$ cat src/hw/rtl/l2c_pkg.sv
// Shared types, constants and character-mapping functions of the transliterator.
package l2c_pkg;

    localparam int MAX_RESULTS = 36;
    localparam int RES_AW      = $clog2(MAX_RESULTS);
    localparam int RES_CW      = $clog2(MAX_RESULTS + 1);
    localparam int UNIT_W      = 18;

    localparam logic [7:0] APOS_ASCII = 8'h27;
    localparam logic [7:0] APOS_LEAD2 = 8'hCA;
    localparam logic [7:0] APOS_MOD_T = 8'hBB;
    localparam logic [7:0] APOS_MOD_A = 8'hBC;
    localparam logic [7:0] APOS_LEAD3 = 8'hE2;
    localparam logic [7:0] APOS_MID3  = 8'h80;
    localparam logic [7:0] APOS_LQ    = 8'h98;
    localparam logic [7:0] APOS_RQ    = 8'h99;

    localparam logic [1:0] CNT_EMPTY = 2'd0;
    localparam logic [1:0] CNT_ONE   = 2'd1;
    localparam logic [1:0] CNT_TWO   = 2'd2;

    typedef enum logic [3:0] {
        S_IDLE, S_LOOP, S_SCAN, S_SCONT, S_TRANS, S_SECOND, S_FLUSH, S_RD, S_OUT, S_END
    } t_state;

    typedef struct packed {
        logic load;
        logic scan_init;
        logic scan_step;
        logic scan_cont;
        logic translate;
        logic write_second;
        logic write_empty;
        logic read_unit;
        logic next_unit;
        logic finish;
    } t_cmd;

    typedef struct packed {
        logic ended;
        logic win_empty;
        logic stop_zero;
        logic look_ok;
        logic has_second;
        logic scan_fin;
        logic scan_fail;
        logic scan_go_cont;
        logic res_zero;
        logic last_unit;
    } t_stat;

    function automatic logic is_up(input logic [7:0] b);
        return (b >= 8'h41) && (b <= 8'h5A);
    endfunction

    function automatic logic is_latin(input logic [7:0] b);
        return is_up(b) || ((b >= 8'h61) && (b <= 8'h7A));
    endfunction

    function automatic logic [7:0] to_low(input logic [7:0] b);
        return is_up(b) ? (b + 8'h20) : b;
    endfunction

    function automatic logic [10:0] lookalike_cp(input logic [7:0] b);
        logic [10:0] cp;
        case (b)
            8'h61, 8'h41: cp = 11'h430;
            8'h42:        cp = 11'h432;
            8'h63, 8'h43: cp = 11'h441;
            8'h65, 8'h45: cp = 11'h435;
            8'h48:        cp = 11'h43D;
            8'h6B, 8'h4B: cp = 11'h43A;
            8'h6D, 8'h4D: cp = 11'h43C;
            8'h6F, 8'h4F: cp = 11'h43E;
            8'h70, 8'h50: cp = 11'h440;
            8'h54:        cp = 11'h442;
            8'h78, 8'h58: cp = 11'h445;
            8'h79, 8'h59: cp = 11'h443;
            default:      cp = 11'h000;
        endcase
        return cp;
    endfunction

    function automatic logic [15:0] cp_bytes(input logic [10:0] cp);
        return {3'b110, cp[10:6], 2'b10, cp[5:0]};
    endfunction

    // Upper-case form of a two-byte Cyrillic letter when up is set, else the letter as given.
    function automatic logic [15:0] cyr_case(input logic [15:0] u, input logic up);
        logic [15:0] r;
        r = u;
        if (up) begin
            if (u[15:8] == 8'hD0 && u[7:0] >= 8'hB0) begin
                r = {8'hD0, u[7:0] - 8'h20};
            end else if (u[15:8] == 8'hD1 && u[7:0] <= 8'h8F) begin
                r = {8'hD0, u[7:0] + 8'h20};
            end else if (u[15:8] == 8'hD1 && u[7:0] == 8'h91) begin
                r = 16'hD081;
            end
        end
        return r;
    endfunction

    function automatic logic [15:0] single_map(input logic [7:0] lc);
        logic [15:0] r;
        case (lc)
            8'h61: r = 16'hD0B0;  8'h62: r = 16'hD0B1;  8'h63: r = 16'hD0BA;
            8'h64: r = 16'hD0B4;  8'h65: r = 16'hD0B5;  8'h66: r = 16'hD184;
            8'h67: r = 16'hD0B3;  8'h68: r = 16'hD185;  8'h69: r = 16'hD0B8;
            8'h6A: r = 16'hD0B4;  8'h6B: r = 16'hD0BA;  8'h6C: r = 16'hD0BB;
            8'h6D: r = 16'hD0BC;  8'h6E: r = 16'hD0BD;  8'h6F: r = 16'hD0BE;
            8'h70: r = 16'hD0BF;  8'h71: r = 16'hD0BA;  8'h72: r = 16'hD180;
            8'h73: r = 16'hD181;  8'h74: r = 16'hD182;  8'h75: r = 16'hD183;
            8'h76: r = 16'hD0B2;  8'h77: r = 16'hD0B2;  8'h78: r = 16'hD0BA;
            8'h79: r = 16'hD0B9;  8'h7A: r = 16'hD0B7;
            default: r = 16'hD0B0;
        endcase
        return r;
    endfunction

    // Length of an apostrophe starting at b0; av is the number of bytes present (capped at 3).
    function automatic logic [1:0] apos_len(input logic [7:0] b0, input logic [7:0] b1,
                                            input logic [7:0] b2, input logic [1:0] av);
        logic [1:0] r;
        r = 2'd0;
        if (av != 2'd0) begin
            if (b0 == APOS_ASCII) begin
                r = 2'd1;
            end else if (av >= 2'd2 && b0 == APOS_LEAD2 &&
                         (b1 == APOS_MOD_T || b1 == APOS_MOD_A)) begin
                r = 2'd2;
            end else if (av == 2'd3 && b0 == APOS_LEAD3 && b1 == APOS_MID3 &&
                         (b2 == APOS_LQ || b2 == APOS_RQ)) begin
                r = 2'd3;
            end
        end
        return r;
    endfunction

endpackage

$ cat src/hw/rtl/l2c_in_if.sv
// Input byte channel: valid/ready with the byte and its end-of-string flag.
interface l2c_in_if;
    logic       valid;
    logic       ready;
    logic [7:0] in_byte;
    logic       string_end;

    modport source (output valid, output in_byte, output string_end, input ready);
    modport sink   (input valid, input in_byte, input string_end, output ready);
endinterface

$ cat src/hw/rtl/l2c_out_if.sv
// Output unit channel: valid/ready with one Cyrillic or pass-through unit.
interface l2c_out_if;
    logic       valid;
    logic       ready;
    logic [7:0] first_byte;
    logic [7:0] second_byte;
    logic [1:0] byte_count;
    logic       run_end;
    logic       string_done;
    logic       token_overflow;

    modport source (output valid, output first_byte, output second_byte, output byte_count,
                    output run_end, output string_done, output token_overflow, input ready);
    modport sink   (input valid, input first_byte, input second_byte, input byte_count,
                    input run_end, input string_done, input token_overflow, output ready);
endinterface

$ cat src/hw/rtl/latin_to_cyrillic_transliterator_core.sv
// Top level of the Latin-to-Cyrillic name transliterator.
//
// Input channel i_in takes one UTF-8 byte per transfer with string_end on the
// last byte. Output channel o_out gives one unit per transfer: one passed-through
// byte, one two-byte Cyrillic letter or, at a string end that left no other
// unit, an empty unit; run_end on the last unit caused by an input byte,
// string_done on the last unit of the string.
// Each input byte is handled on its own. The accepting cycle loads it, then the
// sequencer walks the byte window: a window check, a token scan over each Latin
// and each two-byte Cyrillic letter with a closing step, the translation of each
// letter plus a write of any second unit, a flush, and for each unit in the unit
// buffer RAM a read and an offer, then a closing step.
// While a token is still open every new byte rescans it from its head (up to
// MAX_TOKEN bytes); a string end flushes the whole window. A new byte is
// taken only after all units of the previous one have been transferred.
// Reset (synchronous, active low) empties the window and the buffer. A stalled
// receiver holds the current unit steady until it is taken.
module latin_to_cyrillic_transliterator_core import l2c_pkg::*; #(
    parameter int MAX_TOKEN    = 16,
    parameter int WINDOW_DEPTH = 32
) (
    input  logic      i_clk,
    input  logic      i_rst_n,
    l2c_in_if.sink    i_in,
    l2c_out_if.source o_out
);
    t_cmd  cmd;
    t_stat stat;

    l2c_ctrl u_ctrl (
        .i_clk       (i_clk),
        .i_rst_n     (i_rst_n),
        .i_in_valid  (i_in.valid),
        .i_out_ready (o_out.ready),
        .i_stat      (stat),
        .o_in_ready  (i_in.ready),
        .o_out_valid (o_out.valid),
        .o_cmd       (cmd)
    );

    l2c_dp #(.MAX_TOKEN(MAX_TOKEN), .WINDOW_DEPTH(WINDOW_DEPTH)) u_dp (
        .i_clk            (i_clk),
        .i_rst_n          (i_rst_n),
        .i_in_byte        (i_in.in_byte),
        .i_string_end     (i_in.string_end),
        .i_cmd            (cmd),
        .o_stat           (stat),
        .o_first_byte     (o_out.first_byte),
        .o_second_byte    (o_out.second_byte),
        .o_byte_count     (o_out.byte_count),
        .o_run_end        (o_out.run_end),
        .o_string_done    (o_out.string_done),
        .o_token_overflow (o_out.token_overflow)
    );

`ifndef SYNTH
    // no byte is taken while a unit is offered
    a_no_overlap: assert property (@(posedge i_clk) disable iff (!i_rst_n)
        o_out.valid |-> !i_in.ready)
        else $error("input ready while a unit is pending");

    a_one_at_a_time: assert property (@(posedge i_clk) disable iff (!i_rst_n)
        (i_in.valid && i_in.ready) |=> !i_in.ready)
        else $error("second byte taken before the first was handled");

    a_done_is_last: assert property (@(posedge i_clk) disable iff (!i_rst_n)
        (o_out.valid && o_out.string_done) |-> o_out.run_end)
        else $error("string_done without run_end");

    a_empty_unit: assert property (@(posedge i_clk) disable iff (!i_rst_n)
        (o_out.valid && o_out.byte_count == CNT_EMPTY) |-> o_out.string_done)
        else $error("empty unit outside a string end");
`endif
endmodule

$ cat src/hw/rtl/l2c_ram.sv
// Generic single-port-write, registered-read RAM.
module l2c_ram #(
    parameter int WIDTH = 8,
    parameter int DEPTH = 16
) (
    input  logic                     i_clk,
    input  logic                     i_we,
    input  logic [$clog2(DEPTH)-1:0] i_waddr,
    input  logic [WIDTH-1:0]         i_wdata,
    input  logic                     i_re,
    input  logic [$clog2(DEPTH)-1:0] i_raddr,
    output logic [WIDTH-1:0]         o_rdata
);
    logic [WIDTH-1:0] r_mem [DEPTH];

    always_ff @(posedge i_clk) begin
        if (i_we) begin
            r_mem[i_waddr] <= i_wdata;
        end
        if (i_re) begin
            o_rdata <= r_mem[i_raddr];
        end
    end
endmodule

$ cat src/hw/rtl/l2c_dp.sv
// Datapath: byte window, token scanner, translation logic and unit buffer.
module l2c_dp import l2c_pkg::*; #(
    parameter int MAX_TOKEN    = 16,
    parameter int WINDOW_DEPTH = 32
) (
    input  logic       i_clk,
    input  logic       i_rst_n,
    input  logic [7:0] i_in_byte,
    input  logic       i_string_end,
    input  t_cmd       i_cmd,
    output t_stat      o_stat,
    output logic [7:0] o_first_byte,
    output logic [7:0] o_second_byte,
    output logic [1:0] o_byte_count,
    output logic       o_run_end,
    output logic       o_string_done,
    output logic       o_token_overflow
);
    localparam int AW = $clog2(WINDOW_DEPTH);
    localparam int CW = $clog2(WINDOW_DEPTH + 1);
    localparam int TW = $clog2(MAX_TOKEN + 1);
    localparam int PW = ((CW > TW) ? CW : TW) + 1;

    logic [7:0]        r_win [WINDOW_DEPTH];
    logic [CW-1:0]     r_cnt, r_stop, r_sp;
    logic              r_head_start, r_visual, r_ovf, r_ended, r_all;
    logic [TW-1:0]     r_lat, r_cyr;
    logic [7:0]        r_lead;
    logic [15:0]       r_u2;
    logic [RES_CW-1:0] r_nres, r_rd;

    // window taps
    logic [7:0] w0, w1, w2, w3, lc, nl, nl2;
    logic       nge2, nge3, nge4, up, up2, h_next;
    logic [1:0] av0, av1, ap0, ap1;
    logic [15:0] dg, ogv;
    logic        y_hit, dg_hit, og_hit;
    logic [15:0] yv;
    logic [2:0]  tr_k;
    logic        tr_u1v, tr_has2;
    logic [UNIT_W-1:0] tr_unit;
    logic [15:0] tr_u2;

    assign w0 = r_win[0];
    assign w1 = r_win[1];
    assign w2 = r_win[2];
    assign w3 = r_win[3];
    assign nge2 = r_cnt >= CW'(2);
    assign nge3 = r_cnt >= CW'(3);
    assign nge4 = r_cnt >= CW'(4);

    always_comb begin
        lc  = to_low(w0);
        nl  = to_low(w1);
        nl2 = to_low(w2);
        up  = is_up(w0);
        up2 = up && nge2 && is_up(w1);
        av0 = nge3 ? 2'd3 : r_cnt[1:0];
        av1 = nge4 ? 2'd3 : (nge2 ? 2'(r_cnt[1:0] - 2'd1) : 2'd0);
        ap0 = apos_len(w0, w1, w2, av0);
        ap1 = apos_len(w1, w2, w3, av1);
        h_next = nge3 && (nl2 == 8'h68);

        y_hit = nge2 && (lc == 8'h79) &&
                (nl == 8'h61 || nl == 8'h75 || nl == 8'h6F || nl == 8'h65);
        case (nl)
            8'h61:   yv = 16'hD18F;
            8'h75:   yv = 16'hD18E;
            8'h6F:   yv = 16'hD191;
            default: yv = 16'hD0B5;
        endcase

        dg = 16'h0000;
        if (lc == 8'h74 && nl == 8'h73 && !h_next) begin
            dg = 16'hD186;
        end else if (nl == 8'h68) begin
            case (lc)
                8'h6B:   dg = 16'hD185;
                8'h67:   dg = 16'hD0B3;
                8'h7A:   dg = 16'hD0B6;
                8'h63:   dg = 16'hD187;
                8'h73:   dg = 16'hD188;
                default: dg = 16'h0000;
            endcase
        end else if (lc == 8'h6F && nl == 8'h6F) begin
            dg = 16'hD183;
        end else if (lc == 8'h65 && nl == 8'h65) begin
            dg = 16'hD0B8;
        end
        dg_hit = nge2 && (dg != 16'h0000);
        og_hit = (lc == 8'h6F || lc == 8'h67) && (ap1 != 2'd0);
        ogv    = (lc == 8'h6F) ? 16'hD183 : 16'hD0B3;

        tr_k    = 3'd1;
        tr_u1v  = 1'b1;
        tr_has2 = 1'b0;
        tr_u2   = 16'h0000;
        tr_unit = {w0, 8'h00, CNT_ONE};
        if (!is_latin(w0)) begin
            if (ap0 != 2'd0) begin
                tr_k   = {1'b0, ap0};
                tr_u1v = 1'b0;
            end
        end else if (r_visual) begin
            tr_unit = {cyr_case(cp_bytes(lookalike_cp(w0)), up), CNT_TWO};
        end else if (lc == 8'h78 && r_head_start) begin
            tr_unit = {cyr_case(16'hD185, up), CNT_TWO};
        end else if (y_hit) begin
            tr_unit = {cyr_case(yv, up), CNT_TWO};
            tr_k    = 3'd2;
        end else if (dg_hit) begin
            tr_unit = {cyr_case(dg, up), CNT_TWO};
            tr_k    = 3'd2;
        end else if (og_hit) begin
            tr_unit = {cyr_case(ogv, up), CNT_TWO};
            tr_k    = 3'd1 + {1'b0, ap1};
        end else begin
            tr_unit = {cyr_case(single_map(lc), up), CNT_TWO};
            if (lc == 8'h6A) begin
                tr_has2 = 1'b1;
                tr_u2   = cyr_case(16'hD0B6, up2);
            end else if (lc == 8'h78) begin
                tr_has2 = 1'b1;
                tr_u2   = cyr_case(16'hD181, up2);
            end
        end
    end

    // token scanner, one byte per step
    logic [AW-1:0] sc_addr;
    logic [7:0]    sb;
    logic [PW-1:0] sp_w;
    logic [10:0]   sc_cp;
    logic          sc_fin, sc_fail, sc_cut, sc_cont, sc_adv1, sc_adv2, cyr_ok;

    assign sc_addr = i_cmd.scan_cont ? AW'(r_sp + CW'(1)) : r_sp[AW-1:0];
    assign sb      = r_win[sc_addr];
    assign sp_w    = PW'(r_sp);
    assign sc_cp   = {r_lead[4:0], sb[5:0]};
    assign cyr_ok  = (sb[7:6] == 2'b10) &&
                     ((sc_cp >= 11'h400 && sc_cp <= 11'h481) ||
                      (sc_cp >= 11'h48A && sc_cp <= 11'h4FF));

    always_comb begin
        sc_fin  = 1'b0;
        sc_fail = 1'b0;
        sc_cut  = 1'b0;
        sc_cont = 1'b0;
        sc_adv1 = 1'b0;
        sc_adv2 = 1'b0;
        if (i_cmd.scan_cont) begin
            if (cyr_ok) begin
                if (sp_w + PW'(2) > PW'(MAX_TOKEN)) begin
                    sc_fin = 1'b1;
                    sc_cut = 1'b1;
                end else begin
                    sc_adv2 = 1'b1;
                end
            end else begin
                sc_fin = 1'b1;
            end
        end else if (r_sp >= r_cnt) begin
            if (r_ended) begin
                sc_fin = 1'b1;
            end else if (r_cnt == CW'(WINDOW_DEPTH)) begin
                sc_fin = 1'b1;
                sc_cut = 1'b1;
            end else begin
                sc_fail = 1'b1;
            end
        end else if (is_latin(sb)) begin
            if (sp_w + PW'(1) > PW'(MAX_TOKEN)) begin
                sc_fin = 1'b1;
                sc_cut = 1'b1;
            end else begin
                sc_adv1 = 1'b1;
            end
        end else if (sb >= 8'hD0 && sb <= 8'hD3) begin
            if (sp_w + PW'(1) >= PW'(r_cnt)) begin
                if (!r_ended && r_cnt < CW'(WINDOW_DEPTH)) begin
                    sc_fail = 1'b1;
                end else begin
                    sc_fin = 1'b1;
                end
            end else begin
                sc_cont = 1'b1;
            end
        end else begin
            sc_fin = 1'b1;
        end
    end

    // window storage
    always_ff @(posedge i_clk) begin
        if (i_cmd.load && r_cnt < CW'(WINDOW_DEPTH)) begin
            r_win[r_cnt[AW-1:0]] <= i_in_byte;
        end else if (i_cmd.translate) begin
            for (int i = 0; i < WINDOW_DEPTH; i++) begin
                case (tr_k)
                    3'd1: if (i + 1 < WINDOW_DEPTH) r_win[i] <= r_win[i + 1];
                    3'd2: if (i + 2 < WINDOW_DEPTH) r_win[i] <= r_win[i + 2];
                    3'd3: if (i + 3 < WINDOW_DEPTH) r_win[i] <= r_win[i + 3];
                    3'd4: if (i + 4 < WINDOW_DEPTH) r_win[i] <= r_win[i + 4];
                    default: ;
                endcase
            end
        end
    end

    // unit buffer
    logic              ram_we;
    logic [UNIT_W-1:0] ram_wd, ram_rd;

    always_comb begin
        ram_wd = '0;
        ram_we = 1'b0;
        if (i_cmd.translate) begin
            ram_wd = tr_unit;
            ram_we = tr_u1v;
        end else if (i_cmd.write_second) begin
            ram_wd = {r_u2, CNT_TWO};
            ram_we = 1'b1;
        end else if (i_cmd.write_empty) begin
            ram_wd = {8'h00, 8'h00, CNT_EMPTY};
            ram_we = 1'b1;
        end
        ram_we = ram_we && (r_nres < RES_CW'(MAX_RESULTS));
    end

    l2c_ram #(.WIDTH(UNIT_W), .DEPTH(MAX_RESULTS)) u_units (
        .i_clk   (i_clk),
        .i_we    (ram_we),
        .i_waddr (r_nres[RES_AW-1:0]),
        .i_wdata (ram_wd),
        .i_re    (i_cmd.read_unit),
        .i_raddr (r_rd[RES_AW-1:0]),
        .o_rdata (ram_rd)
    );

    always_ff @(posedge i_clk) begin
        if (!i_rst_n) begin
            r_cnt        <= '0;
            r_stop       <= '0;
            r_head_start <= 1'b0;
            r_visual     <= 1'b0;
            r_ovf        <= 1'b0;
            r_ended      <= 1'b0;
            r_nres       <= '0;
            r_rd         <= '0;
        end else begin
            if (i_cmd.load) begin
                r_ended <= i_string_end;
                if (r_cnt < CW'(WINDOW_DEPTH)) begin
                    r_cnt <= r_cnt + CW'(1);
                end
            end
            if (i_cmd.translate) begin
                r_cnt        <= r_cnt - CW'(tr_k);
                r_stop       <= (r_stop > CW'(tr_k)) ? (r_stop - CW'(tr_k)) : '0;
                r_head_start <= 1'b0;
            end
            if (i_cmd.scan_step && sc_fin) begin
                r_stop       <= r_sp;
                r_visual     <= (r_lat != '0) && (r_cyr >= r_lat) && r_all;
                r_head_start <= 1'b1;
                if (sc_cut) begin
                    r_ovf <= 1'b1;
                end
            end
            if (ram_we) begin
                r_nres <= r_nres + RES_CW'(1);
            end
            if (i_cmd.next_unit) begin
                r_rd <= r_rd + RES_CW'(1);
            end
            if (i_cmd.finish) begin
                r_nres <= '0;
                r_rd   <= '0;
                if (r_nres != '0) begin
                    r_ovf <= 1'b0;
                end
                if (r_ended) begin
                    r_cnt        <= '0;
                    r_stop       <= '0;
                    r_head_start <= 1'b0;
                    r_visual     <= 1'b0;
                    r_ovf        <= 1'b0;
                    r_ended      <= 1'b0;
                end
            end
        end
    end

    always_ff @(posedge i_clk) begin
        if (i_cmd.translate) begin
            r_u2 <= tr_u2;
        end
        if (i_cmd.scan_init) begin
            r_sp  <= '0;
            r_lat <= '0;
            r_cyr <= '0;
            r_all <= 1'b1;
        end else if (i_cmd.scan_step) begin
            if (sc_adv1) begin
                r_sp  <= r_sp + CW'(1);
                r_lat <= r_lat + TW'(1);
                if (lookalike_cp(sb) == 11'h000) begin
                    r_all <= 1'b0;
                end
            end else if (sc_adv2) begin
                r_sp  <= r_sp + CW'(2);
                r_cyr <= r_cyr + TW'(1);
            end else if (sc_cont) begin
                r_lead <= sb;
            end
        end
    end

    always_comb begin
        o_stat.ended        = r_ended;
        o_stat.win_empty    = (r_cnt == '0);
        o_stat.stop_zero    = (r_stop == '0);
        o_stat.look_ok      = r_ended || nge4;
        o_stat.has_second   = tr_has2;
        o_stat.scan_fin     = sc_fin;
        o_stat.scan_fail    = sc_fail;
        o_stat.scan_go_cont = sc_cont;
        o_stat.res_zero     = (r_nres == '0);
        o_stat.last_unit    = (r_rd == r_nres - RES_CW'(1));
    end

    assign o_first_byte     = ram_rd[17:10];
    assign o_second_byte    = ram_rd[9:2];
    assign o_byte_count     = ram_rd[1:0];
    assign o_run_end        = o_stat.last_unit;
    assign o_string_done    = o_stat.last_unit && r_ended;
    assign o_token_overflow = r_ovf;
endmodule

$ cat src/hw/rtl/l2c_ctrl.sv
// Controller: sequences load, token scan, translation and unit drain per input byte.
module l2c_ctrl import l2c_pkg::*; (
    input  logic  i_clk,
    input  logic  i_rst_n,
    input  logic  i_in_valid,
    input  logic  i_out_ready,
    input  t_stat i_stat,
    output logic  o_in_ready,
    output logic  o_out_valid,
    output t_cmd  o_cmd
);
    t_state r_state, n_state;

    always_ff @(posedge i_clk) begin
        if (!i_rst_n) begin
            r_state <= S_IDLE;
        end else begin
            r_state <= n_state;
        end
    end

    always_comb begin
        n_state = r_state;
        unique case (r_state)
            S_IDLE: begin
                if (i_in_valid) n_state = S_LOOP;
            end
            S_LOOP: begin
                if (i_stat.win_empty)      n_state = S_FLUSH;
                else if (i_stat.stop_zero) n_state = S_SCAN;
                else if (!i_stat.look_ok)  n_state = S_FLUSH;
                else if (i_stat.has_second) n_state = S_SECOND;
            end
            S_TRANS: begin
                if (!i_stat.look_ok)        n_state = S_FLUSH;
                else if (i_stat.has_second) n_state = S_SECOND;
                else                        n_state = S_LOOP;
            end
            S_SCAN: begin
                if (i_stat.scan_fail)         n_state = S_FLUSH;
                else if (i_stat.scan_fin)     n_state = S_TRANS;
                else if (i_stat.scan_go_cont) n_state = S_SCONT;
            end
            S_SCONT: begin
                n_state = i_stat.scan_fin ? S_TRANS : S_SCAN;
            end
            S_SECOND: n_state = S_LOOP;
            S_FLUSH: begin
                n_state = (i_stat.res_zero && !i_stat.ended) ? S_END : S_RD;
            end
            S_RD: n_state = S_OUT;
            S_OUT: begin
                if (i_out_ready) n_state = i_stat.last_unit ? S_END : S_RD;
            end
            S_END: n_state = S_IDLE;
            default: n_state = S_IDLE;
        endcase
    end

    always_comb begin
        o_cmd       = '0;
        o_in_ready  = 1'b0;
        o_out_valid = 1'b0;
        unique case (r_state)
            S_IDLE: begin
                o_in_ready = 1'b1;
                o_cmd.load = i_in_valid;
            end
            S_LOOP: begin
                if (!i_stat.win_empty) begin
                    if (i_stat.stop_zero) o_cmd.scan_init = 1'b1;
                    else                  o_cmd.translate = i_stat.look_ok;
                end
            end
            S_TRANS: o_cmd.translate = i_stat.look_ok;
            S_SCAN:  o_cmd.scan_step = 1'b1;
            S_SCONT: begin
                o_cmd.scan_step = 1'b1;
                o_cmd.scan_cont = 1'b1;
            end
            S_SECOND: o_cmd.write_second = 1'b1;
            S_FLUSH:  o_cmd.write_empty = i_stat.res_zero && i_stat.ended;
            S_RD:     o_cmd.read_unit = 1'b1;
            S_OUT: begin
                o_out_valid     = 1'b1;
                o_cmd.next_unit = i_out_ready && !i_stat.last_unit;
            end
            S_END: o_cmd.finish = 1'b1;
            default: ;
        endcase
    end
endmodule

$ cat src/flat_wrapper.sv
// flat-port wrapper written by rule: the top's interface ports become plain ports
module latin_to_cyrillic_transliterator_core_flat import l2c_pkg::*;
#(
    parameter int MAX_TOKEN    = 16,
    parameter int WINDOW_DEPTH = 32
)
  (i_clk, i_rst_n, i_in_valid, i_in_in_byte, i_in_string_end, i_in_ready, o_out_valid, o_out_first_byte, o_out_second_byte, o_out_byte_count, o_out_run_end, o_out_string_done, o_out_token_overflow, o_out_ready);
  l2c_in_if i_in_i ();
  l2c_out_if o_out_i ();
  input  logic i_clk;
  input  logic i_rst_n;
  input wire logic [$bits(i_in_i.valid)-1:0] i_in_valid;
  input wire logic [$bits(i_in_i.in_byte)-1:0] i_in_in_byte;
  input wire logic [$bits(i_in_i.string_end)-1:0] i_in_string_end;
  output wire logic [$bits(i_in_i.ready)-1:0] i_in_ready;
  output wire logic [$bits(o_out_i.valid)-1:0] o_out_valid;
  output wire logic [$bits(o_out_i.first_byte)-1:0] o_out_first_byte;
  output wire logic [$bits(o_out_i.second_byte)-1:0] o_out_second_byte;
  output wire logic [$bits(o_out_i.byte_count)-1:0] o_out_byte_count;
  output wire logic [$bits(o_out_i.run_end)-1:0] o_out_run_end;
  output wire logic [$bits(o_out_i.string_done)-1:0] o_out_string_done;
  output wire logic [$bits(o_out_i.token_overflow)-1:0] o_out_token_overflow;
  input wire logic [$bits(o_out_i.ready)-1:0] o_out_ready;
  assign i_in_i.valid = i_in_valid;
  assign i_in_i.in_byte = i_in_in_byte;
  assign i_in_i.string_end = i_in_string_end;
  assign i_in_ready = i_in_i.ready;
  assign o_out_valid = o_out_i.valid;
  assign o_out_first_byte = o_out_i.first_byte;
  assign o_out_second_byte = o_out_i.second_byte;
  assign o_out_byte_count = o_out_i.byte_count;
  assign o_out_run_end = o_out_i.run_end;
  assign o_out_string_done = o_out_i.string_done;
  assign o_out_token_overflow = o_out_i.token_overflow;
  assign o_out_i.ready = o_out_ready;
  latin_to_cyrillic_transliterator_core #(.MAX_TOKEN(MAX_TOKEN), .WINDOW_DEPTH(WINDOW_DEPTH)) u_core (.i_clk(i_clk), .i_rst_n(i_rst_n), .i_in(i_in_i), .o_out(o_out_i));
endmodule
$ cat config.mk
export PLATFORM = sky130hd
export DESIGN_NAME = latin_to_cyrillic_transliterator_core_flat
export DESIGN_NICKNAME = d
export VERILOG_FILES = /design/src/hw/rtl/l2c_pkg.sv /design/src/hw/rtl/l2c_in_if.sv /design/src/hw/rtl/l2c_out_if.sv /design/src/hw/rtl/latin_to_cyrillic_transliterator_core.sv /design/src/hw/rtl/l2c_ram.sv /design/src/hw/rtl/l2c_dp.sv /design/src/hw/rtl/l2c_ctrl.sv /design/src/flat_wrapper.sv
export SDC_FILE = /design/constraint.sdc
export NUM_CORES = 2
export LEC_CHECK = 0
export ABC_AREA = 1
export BUFFER_PORTS_ARGS = -buffer_cell sky130_fd_sc_hd__buf_4
export CAP_MARGIN = 20
export CORE_MARGIN = 2
export CORE_UTILIZATION = 26
export CTS_BUF_LIST = sky130_fd_sc_hd__clkbuf_8
export CTS_CLUSTER_DIAMETER = 30
export DETAILED_ROUTE_END_ITERATION = 8
export PLACE_DENSITY_LB_ADDON = 0.25
export SLEW_MARGIN = 10
export SYNTH_ARGS = -nofsm -noshare
export SYNTH_HDL_FRONTEND = slang
export SYNTH_SLANG_ARGS = --single-unit
$ cat constraint.sdc
create_clock -name i_clk -period 7.6 [get_ports i_clk]
set_input_delay 2.28 -clock i_clk [delete_from_list [all_inputs] [get_ports i_clk]]
set_output_delay 2.28 -clock i_clk [all_outputs]
set_load 0.02 [all_outputs]
==> impl_metrics.env <==
export IMPL_outcome="finished clean"
export IMPL_final_hold_violation_count=0
export IMPL_area_growth_pct=16.8
export IMPL_cts_root_buf="clkbuf_8"
export IMPL_vias_per_cell=5.06
export IMPL_rr_startpoint="u_core.u_dp.r_sp[0]"
export IMPL_fp_coreArea_um2=202000
export IMPL_maxCapViolations=0
export IMPL_postCtsSetupBuffers=0
export IMPL_fmax_mhz=173
export IMPL_hold_buffers=0
export IMPL_syn_inst=5987
export IMPL_via_count=45188
export IMPL_yosys_area_share_simple=0.252
export IMPL_cts_root_to_sink_buffers=4
export IMPL_required_ps=8400
export IMPL_synth_async_reset_ratio=0
export IMPL_syn_num_nets=6055
export IMPL_slew_violations=0
export IMPL_drc=0
export IMPL_drt_initial_drc_count=4316
export IMPL_fin_nets=6131
export IMPL_final_common_cell="nand2_1"
export IMPL_start_util=0.261
export IMPL_pin_count=36
export IMPL_fin_total_pwr_mw=20.8
export IMPL_dieHeight_um=454
export IMPL_cts_sinks=981
export IMPL_rows=165
export IMPL_finalWorstSetupSlack_ps=1820
export IMPL_fin_worst_skew_ps=100
export IMPL_grt_overflow_total=0
export IMPL_hpwlAfterDp_mm=113
export IMPL_setup_viol=0
export IMPL_r2r_setup_slack_ps=1820
export IMPL_port_buffers=35
export IMPL_ys_seq_area_frac=0.549
export IMPL_arrival_ps=6580
export IMPL_tritoncts="done"
export IMPL_ys_dominant_reg_cell="edfxtp_1"
export IMPL_holdWs_ps=453
export IMPL_cp_start_kind="flop"
export IMPL_worstSetupPathType="flop to flop"
export IMPL_pwr_share_clk=0.353
export IMPL_synth_area_leaders="edfxtp_1 53%, nand2_1 12%, o21ai_0 5.0%"
export IMPL_period_share=0.761
export IMPL_post_drt_wl_per_cell_um=21.2
export IMPL_synth_distinct_cells=65
export IMPL_whs_path_depth=2
export IMPL_worst_pin_slew_ps=1120
export IMPL_power_density_nw_per_um2=338
export IMPL_ctsResizeCount=0
export IMPL_ant_nets=0
export IMPL_min_period_ps=5780
export IMPL_synth_adder_area_share=0.0133
export IMPL_internal_power_mw=12.9
export IMPL_slew_limit_headroom=0.253
export IMPL_synth_xor_area_share=0.00216
export IMPL_first_pass_iters=6
export IMPL_critPathLaunch="u_core.u_dp.r_sp[0]"
export IMPL_crit_path_end="u_core.u_dp.r_sp[3]"
export IMPL_power_switching_mw=7.91
export IMPL_cts_inserted_buffers=275
export IMPL_seqPwrFrac=0.345
export IMPL_power_frac_comb=0.301
export IMPL_dpl_cell_count=8455
export IMPL_p_leak_nw=23.9
export IMPL_synth_top_family_by_area="simple AND/OR/NAND/NOR gates"
export IMPL_dieArea_um2=207000
export IMPL_grt_setup_unrepaired="no"
export IMPL_rr_endpoint="u_core.u_dp.r_sp[3]"
export IMPL_grt_pass1_wl_mm=284
export IMPL_wl_mm=189
export IMPL_syn_area_per_cell_um2=8.81
export IMPL_drive_above_1_share=0.139
export IMPL_synth_area_um2=52800
export IMPL_fin_cells=8928
export IMPL_clk_latency_ps=1010
export IMPL_synth_top_area_share=0.530
export IMPL_grt_pass1_vias=43873
export IMPL_place_congestion=0.858
export IMPL_synth_mux_area_frac=0
export IMPL_pre_cts_ws_ps=1840
export IMPL_clk_pin_slew_ps=50
export IMPL_yosysWarnings=0
export IMPL_grt_usage=0.179
export IMPL_antenna_found_initial=9
export IMPL_synth_edf_count=932
export IMPL_synth_compound_area_share=0.110
export IMPL_nFillCells=21254
export IMPL_swShare=0.380
export IMPL_grt_max_degree=168
export IMPL_synth_area_leader_cell="edfxtp_1"
export IMPL_ir_worst_vdd_mv=0.154
export IMPL_end_kind="flop"
export IMPL_hold_class="flop to flop"
export IMPL_die_x_um=454
export IMPL_ff2ff_path_depth=22
export IMPL_final_cell_mix="1681 x nand2_1, 932 x edfxtp_1, 512 x o21ai_0, 469 x inv_1, 458 x nor2_1"
export IMPL_cts_max_level=5
export IMPL_fin_tns_setup_ps=0
export IMPL_synth_seq_cells=981
export IMPL_crit_fanout=44
-- logic make-up (layout without fill, tap and decap cells) --
| kind of cell | Yosys count | in the layout |
|---|---|---|
| XOR/XNOR | 13 | 13 |
| AND/OR/NAND/NOR | 3052 | 3052 |
| AO/OA/AOI/OAI | 973 | 973 |
| flip-flops | 981 | 981 |
| other | 0 | 4 |
| adder cells (fa/ha/maj) | 55 | 55 |
| buffers and inverters | 913 | 1178 |
-- critical path, stage by stage (launching register included) --
cell      delay, ps
dfxtp_1         540
clkinv_1        430
ha_1            500
inv_1           130
o21ai_4         720
buf_4           710
nand3_1         140
nand3_1         110
nand3_1         130
nand3_1         220
nand2_1         230
inv_1           170
nand2_1          60
nor2_1          120
nand2_1          60
nand2_1          70
nand2_1          60
nand2_2         130
nand4_1         380
nand2_1         320
inv_1           120
o21ai_0         190
a21oi_1          60
-- synthesized netlist by cell type (all sizes together), types with 2 or more instances --
cell and number:
nand3 416, edfxtp 932, a211oi 2, and3 2
nor2 518, ha 53, buf 204, nand4 323
a31oi 10, o21ai 631, o21bai 5, fa 2
nand3b 10, a22oi 2, o211ai 50, nor3b 6
xor2 10, a21oi 80, o221ai 58, clkbuf 166
o22ai 118, clkinv 7, xnor2 3, dfxtp 49
o21a 5, nand2 1718, or2 4, nor3 39
nor4 14, a21boi 2, inv 536
-- sequential cells by signal, summed over array words and instances (netlist names), 4 cells and up --
name / cells
u_core.u_dp.r_rd: 6
u_core.u_dp.u_units.r_mem: 648
u_core.u_dp.r_sp: 6
u_core.u_dp.u_units.o_rdata: 18
u_core.u_dp.r_lead: 5
u_core.u_dp.r_win: 256
u_core.u_ctrl.r_state: 4
u_core.u_dp.r_cnt: 6
u_core.u_dp.r_u2: 5
u_core.u_dp.r_nres: 6
u_core.u_dp.r_cyr: 5
u_core.u_dp.r_lat: 5
u_core.u_dp.r_stop: 6
-- power groups by stage --
stage               combinational [mW]  clock (mW)  sequential, mW
global route                      6.93        7.79            7.24
floorplan                         4.17           0            7.03
CTS                               6.26        7.51            7.18
global placement                  6.22           0            7.28
finish                            6.28        7.36            7.20
detailed placement                6.23           0            7.28
-- per-stage QoR --
stage                util  cell area [µm²]
CTS                 0.305            61600
global placement    0.277            55900
global route        0.305            61600
detailed placement  0.277            55900
floorplan               -            52800
finish              0.305            61600
-- cell type report --
class	instances	area, µm²	area share
well taps	2672	3340	0.0542
diodes	4	10.0	0.000162
flip-flops and latches	981	29000	0.470
inverters	543	2060	0.0334
clock buffers	286	3940	0.0639
clock inverters	180	1700	0.0276
repair buffers	169	1420	0.0231
multi-input cells	4093	20200	0.328
-- how the worst min path moves through the flow --
stage                      startpoint           endpoint  slack [ps]
floorplan           u_core.u_dp.r_all  u_core.u_dp.r_all         410
global placement    u_core.u_dp.r_all  u_core.u_dp.r_all         440
detailed placement  u_core.u_dp.r_all  u_core.u_dp.r_all         450
CTS                 u_core.u_dp.r_all  u_core.u_dp.r_all         460
global route        u_core.u_dp.r_all  u_core.u_dp.r_all         500
finish              u_core.u_dp.r_all  u_core.u_dp.r_all         450
-- routing by layer --
metal	up-vias	GRT usage	part of all wire
met5	-	0	0
met4	0	0.0640	0.032
met3	386	0.0281	0.062
met2	1760	0.298	0.48
met1	22125	0.236	0.43
li1	20917	-	-
No activity file was read; power rests on OpenSTA's default activity.
